File: config.mk
export PLATFORM = sky130hd
export DESIGN_NAME = csgsdf_prep
export DESIGN_NICKNAME = d
export VERILOG_FILES = /design/src/design/csgsdf_pkg.sv /design/src/design/csgsdf_prep.sv
export SDC_FILE = /design/constraint.sdc
export NUM_CORES = 2
export LEC_CHECK = 0
export ABC_AREA = 1
export BUFFER_PORTS_ARGS = -buffer_cell sky130_fd_sc_hd__buf_2
export CAP_MARGIN = 20
export CORE_MARGIN = 2
export CORE_UTILIZATION = 35
export DETAILED_ROUTE_END_ITERATION = 10
export GPL_TIMING_DRIVEN = 0
export PLACE_DENSITY = 0.55
export SLEW_MARGIN = 0
export SYNTH_ARGS = -nofsm -noshare
export SYNTH_HDL_FRONTEND = slang
export SYNTH_SLANG_ARGS = --single-unit
File: constraint.sdc
create_clock -name clk -period 6.5 [get_ports clk]
set_input_delay 0 -clock clk [delete_from_list [all_inputs] [get_ports clk]]
set_output_delay 0 -clock clk [all_outputs]
set_load 0.02 [all_outputs]
File: src/design/csgsdf_pkg.sv
// ----------------------------------------------------------------------------
// csgsdf_pkg
// types, codes and constants shared by the sdf edit pipeline
// ----------------------------------------------------------------------------
package csgsdf_pkg;

  localparam int FRAC_BITS   = 16;
  localparam int CELL_W      = 23;
  localparam int PADDR_W     = 3;
  localparam int LEN_STAGES  = 32;

  localparam logic [CELL_W-1:0] CELL_SIZE_RST = CELL_W'(1 << FRAC_BITS);

  // edit codes
  localparam logic [2:0] MODE_SPH_SUB   = 3'd0;
  localparam logic [2:0] MODE_SPH_ADD   = 3'd1;
  localparam logic [2:0] MODE_SPH_PAINT = 3'd2;
  localparam logic [2:0] MODE_BOX_SUB   = 3'd3;

  // register index
  localparam logic [0:0] REG_CELL_SIZE = 1'b0;

  typedef struct packed {
    logic [2:0]         mode;
    logic signed [31:0] point_x;
    logic signed [31:0] point_y;
    logic signed [31:0] point_z;
    logic signed [31:0] sdf_in;
    logic [15:0]        material_in;
    logic signed [31:0] op_x;
    logic signed [31:0] op_y;
    logic signed [31:0] op_z;
    logic signed [31:0] op_radius;
    logic [15:0]        op_material;
    logic [29:0]        box_extent;
  } in_t;

  typedef struct packed {
    logic signed [31:0] sdf_out;
    logic [15:0]        material_out;
  } out_t;

  typedef struct packed {
    logic [2:0]         mode;
    logic signed [31:0] sdf;
    logic [15:0]        mat;
    logic [15:0]        opmat;
    logic signed [31:0] radius;
    logic               far;
    logic signed [36:0] qneg;
  } side_t;

endpackage

File: src/design/csgsdf_prep.sv
// ----------------------------------------------------------------------------
// csgsdf_prep
// offsets, box extents and per-axis magnitudes, four register stages
// ----------------------------------------------------------------------------
module csgsdf_prep import csgsdf_pkg::*; (
  input  logic              clk,
  input  logic              rst,
  input  logic              en,
  input  logic              in_valid,
  input  in_t               in_data,
  input  logic [CELL_W-1:0] cell_size,
  output logic              mag_valid,
  output logic [31:0]       mag [3],
  output side_t             side
);

  logic signed [31:0] pt [3];
  logic signed [31:0] opc [3];
  logic [9:0]         cnt [3];

  logic               v1, v2, v3;
  side_t              sd1, sd2, sd3;
  logic signed [32:0] dx1 [3];
  logic [32:0]        ext1 [3];
  logic [30:0]        m1;
  logic signed [34:0] dd2 [3];
  logic [33:0]        w2 [3];
  logic [31:0]        mag2 [3];
  logic [31:0]        mag3 [3];
  logic signed [36:0] q3 [3];

  logic [34:0]        ad [3];
  logic [31:0]        o4 [3];
  logic               far4;
  logic signed [36:0] qmax4;
  logic               box4;

  always_comb begin
    pt[0]  = in_data.point_x;
    pt[1]  = in_data.point_y;
    pt[2]  = in_data.point_z;
    opc[0] = in_data.op_x;
    opc[1] = in_data.op_y;
    opc[2] = in_data.op_z;
    cnt[0] = in_data.box_extent[9:0];
    cnt[1] = in_data.box_extent[19:10];
    cnt[2] = in_data.box_extent[29:20];
  end

  always_comb begin
    box4 = (sd3.mode == MODE_BOX_SUB);
    far4 = 1'b0;
    for (int a = 0; a < 3; a++) begin
      ad[a] = dd2[a][34] ? 35'(-dd2[a]) : 35'(dd2[a]);
      o4[a] = q3[a][36] ? 32'd0 : q3[a][31:0];
      if (!q3[a][36] && (|q3[a][35:32])) begin
        far4 = 1'b1;
      end
    end
    qmax4 = q3[0];
    if (q3[1] > qmax4) begin
      qmax4 = q3[1];
    end
    if (q3[2] > qmax4) begin
      qmax4 = q3[2];
    end
    if (!qmax4[36]) begin
      qmax4 = '0;
    end
  end

  always_ff @(posedge clk) begin
    if (rst) begin
      v1        <= 1'b0;
      v2        <= 1'b0;
      v3        <= 1'b0;
      mag_valid <= 1'b0;
    end else if (en) begin
      v1        <= in_valid;
      v2        <= v1;
      v3        <= v2;
      mag_valid <= v3;
    end
  end

  always_ff @(posedge clk) begin
    if (en) begin
      sd1.mode   <= in_data.mode;
      sd1.sdf    <= in_data.sdf_in;
      sd1.mat    <= in_data.material_in;
      sd1.opmat  <= in_data.op_material;
      sd1.radius <= in_data.op_radius;
      sd1.far    <= 1'b0;
      sd1.qneg   <= '0;
      m1         <= in_data.op_radius[31] ? 31'd0 : in_data.op_radius[30:0];
      for (int a = 0; a < 3; a++) begin
        dx1[a]  <= 33'($signed(pt[a])) - 33'($signed(opc[a]));
        ext1[a] <= 33'(cnt[a]) * 33'(cell_size);
      end
      sd2 <= sd1;
      for (int a = 0; a < 3; a++) begin
        dd2[a]  <= 35'($signed({dx1[a], 1'b0})) - $signed({2'b00, ext1[a]});
        w2[a]   <= 34'(ext1[a]) + 34'({m1, 1'b0});
        mag2[a] <= dx1[a][32] ? 32'(-dx1[a]) : dx1[a][31:0];
      end
      sd3 <= sd2;
      for (int a = 0; a < 3; a++) begin
        q3[a]   <= $signed({2'b00, ad[a]}) - $signed({3'b000, w2[a]});
        mag3[a] <= mag2[a];
      end
      side <= '{mode: sd3.mode, sdf: sd3.sdf, mat: sd3.mat, opmat: sd3.opmat,
                radius: sd3.radius, far: box4 & far4, qneg: qmax4};
      for (int a = 0; a < 3; a++) begin
        mag[a] <= box4 ? o4[a] : mag3[a];
      end
    end
  end

endmodule

==> results.toml <==
[run_status]
status = "completed"

[synthesis]
synth-edff-count = 1259
synth_fp_nets = 11854
ys.flop_type = "edfxtp_1"
synthTopCellsByArea = "edfxtp_1 41%, fa_1 11%, nand2_1 9.3%"
syn_inst = 10332
yosysSeqAreaShare_pct = 40.8
synth.cell_area_um2 = 92900
synth_seq_cells = 1263
ys_types = 55
async_flop_share_pct = 0
synth_top_area_share_pct = 40.7
yosysTopAreaCell = "edfxtp_1"
avgSynthCellArea_um2 = 8.99
yosysWarnings = 0

[timing]
slew_headroom_pct = 19.6
fin_skew_ns = 0.0449
tightestPinTransition_ns = 1.19
report.final.hold_viol_count = 0
slew_viol_final = 0
max_freq_mhz = 171
setup_viol = 0
fin_crit_ns = 5.86
final.setup.tns_ns = 0
rsz0062_at_grt = "no"
min_period_over_period_pct = 90.1
worst_slack_ns = 0.645

[finish]
finalNonFillerCells = 15158
area_growth_pct = 18.3
nNetsFinal = 13029
layout-drive-gt1-share_pct = 7.15
mostFrequentLayoutCell = "nand2_1"
layout_common_cells = "2309 x nand2_1, 2018 x inv_1, 1259 x edfxtp_1"
nFillCells = 26224

[grt]
grt_start_max_net_pins = 189
antenna_found_initial = 21
grt_pass1_vias = 74023
grt_pass1_wl_um = 471000
overflow = 0
grtUsageTotal_pct = 23.4

[flow_run]
maxCapViolCount = 0

[clock_tree]
cts_buffer_depth = 3
clockRootBuffer = "clkbuf_16"
htree_levels = 4
cts_setup_buffers = 0
cts-resized-gates = 0
numCtsBuffers = 138
clk_pin_slew_ns = 0.06
cts_sinks = 1263
clock_latency_ns = 0.82
cts_tree = "yes"

[worst_setup_path]
critical_path_arrival_ns = 6.45
crit_family = "adder cells"
crit_top_cell = "inv_1"
cp-start-kind = "primary input"
r2r_cells = 30
cp.depth = 24
path_cells = "dlygate4sd3_1, buf_2, clkbuf_1, nand2_1, fa_1, inv_1, fa_1, inv_1, fa_1, inv_1, fa_1, inv_1, fa_1, inv_1, ha_1, a21oi_1, inv_1, a31oi_1, o21ai_0, a21oi_1, o21ai_0, nand2_1, nand2_1, xor2_1"
critical_path_class = "in2reg"
crit_path_end_kind = "flip-flop"
cpMaxStageDelayCell = "clkbuf_1"
required_ns = 7.09
path_max_fanout = 10
slowest_delay_ns = 0.66
crit_buf_inv = 9

[route]
drc = 0
drt_iter0_markers = 6891
wl_per_cell_um = 21.1
vias_per_cell = 4.95
vias = 74964
detail-route-antenna-nets = 0
wl_um = 321000
first_pass_iters = 6

[floorplan]
fp-row-count = 189
core-area_um2 = 265000
start_util_pct = 35.1
die_h_um = 519
die_x_um = 519
die_area_um2 = 270000
ios = 582

[place]
port_buffers = 557
place_congestion = 0.960
hpwl_um = 265000
placedCellCount = 14430
dp_slack_ns = 0.554

[worst_hold_path]
hp-class = "in2reg"
min_path_cells = 4

[power]
peakVddDrop_mv = 0.414
leakagePower_nw = 51.9
powerDensity_nw_per_um2 = 543
path summary, 6_finish.rpt:
kind / startpoint / to / slack [ns]
worst max-delay path: in_data[11] / ext1[0][58] / 0.64
worst min-delay path: in_data[75] / m1[29] / 0.06
worst min register to register: mag2[0][93] / mag3[0][93] / 0.41
worst max register to register: q3[0][36] / side[16] / 0.79
worst register-to-register path, delay by kind of cell, from the launching register on:
| kind | cells | cell delay [ns] |
|---|---|---|
| simple gates | 20 | 2.60 |
| fa+ha+maj | 2 | 0.62 |
| buf+inv | 6 | 1.50 |
| compound gates | 2 | 0.39 |
| flops | 1 | 0.38 |
per-layer routing:
layer  GRT usage, %  vias to the layer above  part of all wire, %
li1               -                    35890                    -
met1           33.1                    35873                   46
met2           35.7                     2673                   43
met3           3.48                      506                  6.7
met4           9.26                       22                  4.4
met5              0                        -                0.042
metrics by stage:
step           instance area (um2)  utilization [%]  hold slack (ns)  power (mW)
2_1_floorplan                92900                -           0.0691        38.4
3_3_place_gp                100000             37.8            0.179        50.6
3_5_place_dp                100000             37.9            0.178        50.5
4_1_cts                     110000             41.5         0.000775        59.5
5_1_grt                     110000             41.5           0.0157        64.7
6_report                    110000             41.6           0.0552        59.7
state kept, by name, indices dropped and copies added, names as in the netlist:
name       cells
sd3           99
w2           102
dd2          102
v2             1
sd1           99
mag           96
dx1           99
v1             1
q3           105
m1            31
mag3          96
ext1          99
mag2          96
mag_valid      1
sd2           99
v3             1
side         136
synthesized netlist by cell type (all sizes together) (27+ instances only):
| library cell | instances |
|---|---|
| nand2 | 2311 |
| inv | 2021 |
| edfxtp | 1259 |
| nor2 | 741 |
| ha | 667 |
| a21oi | 509 |
| fa | 507 |
| xor2 | 439 |
| nand3 | 403 |
| o21ai | 388 |
| clkbuf | 188 |
| xnor2 | 162 |
| nor3 | 110 |
| a21o | 108 |
| a31oi | 107 |
| nand4 | 105 |
| o21bai | 48 |
| nor4 | 36 |
| o211ai | 34 |
| buf | 28 |
| o21a | 27 |
report_power, final:
| part | total [mW] | internal (mW) | switching [mW] |
|---|---|---|---|
| sequential | 15.1 | 13.0 | 2.11 |
| clock | 8.34 | 4.88 | 3.45 |
| combinational | 36.3 | 12.3 | 24.0 |
logic make-up after synthesis:
logic type,count (synthesis),synth area share [%]
AND/OR/NAND/NOR,3725,16.3
buffers and inverters,2237,9.08
AO/OA/AOI/OAI,1331,8.30
flip-flops,1263,40.8
adder cells (fa/ha/maj),1174,19.9
XOR/XNOR,601,5.68
other,1,0.00404
area by class of cell:
cell class | count | area [um2] | area share, %
antenna | 5 | 12.5 | 0.0114
multi-input combinational | 6832 | 46600 | 42.4
tap | 3533 | 4420 | 4.02
timing repair buffer | 1035 | 7710 | 7.02
inverter | 2021 | 7590 | 6.90
clock buffer | 161 | 3590 | 3.27
buffer | 216 | 855 | 0.777
clock inverter | 92 | 1280 | 1.16
sequential | 1263 | 37900 | 34.5
what timing repair did:
action / CTS / global route
setup endpoints to repair: 0 / 0
hold endpoints to repair: 401 / 0
hold buffers: 470 / 0
Note: power is estimated with default switching activity, not from simulation.
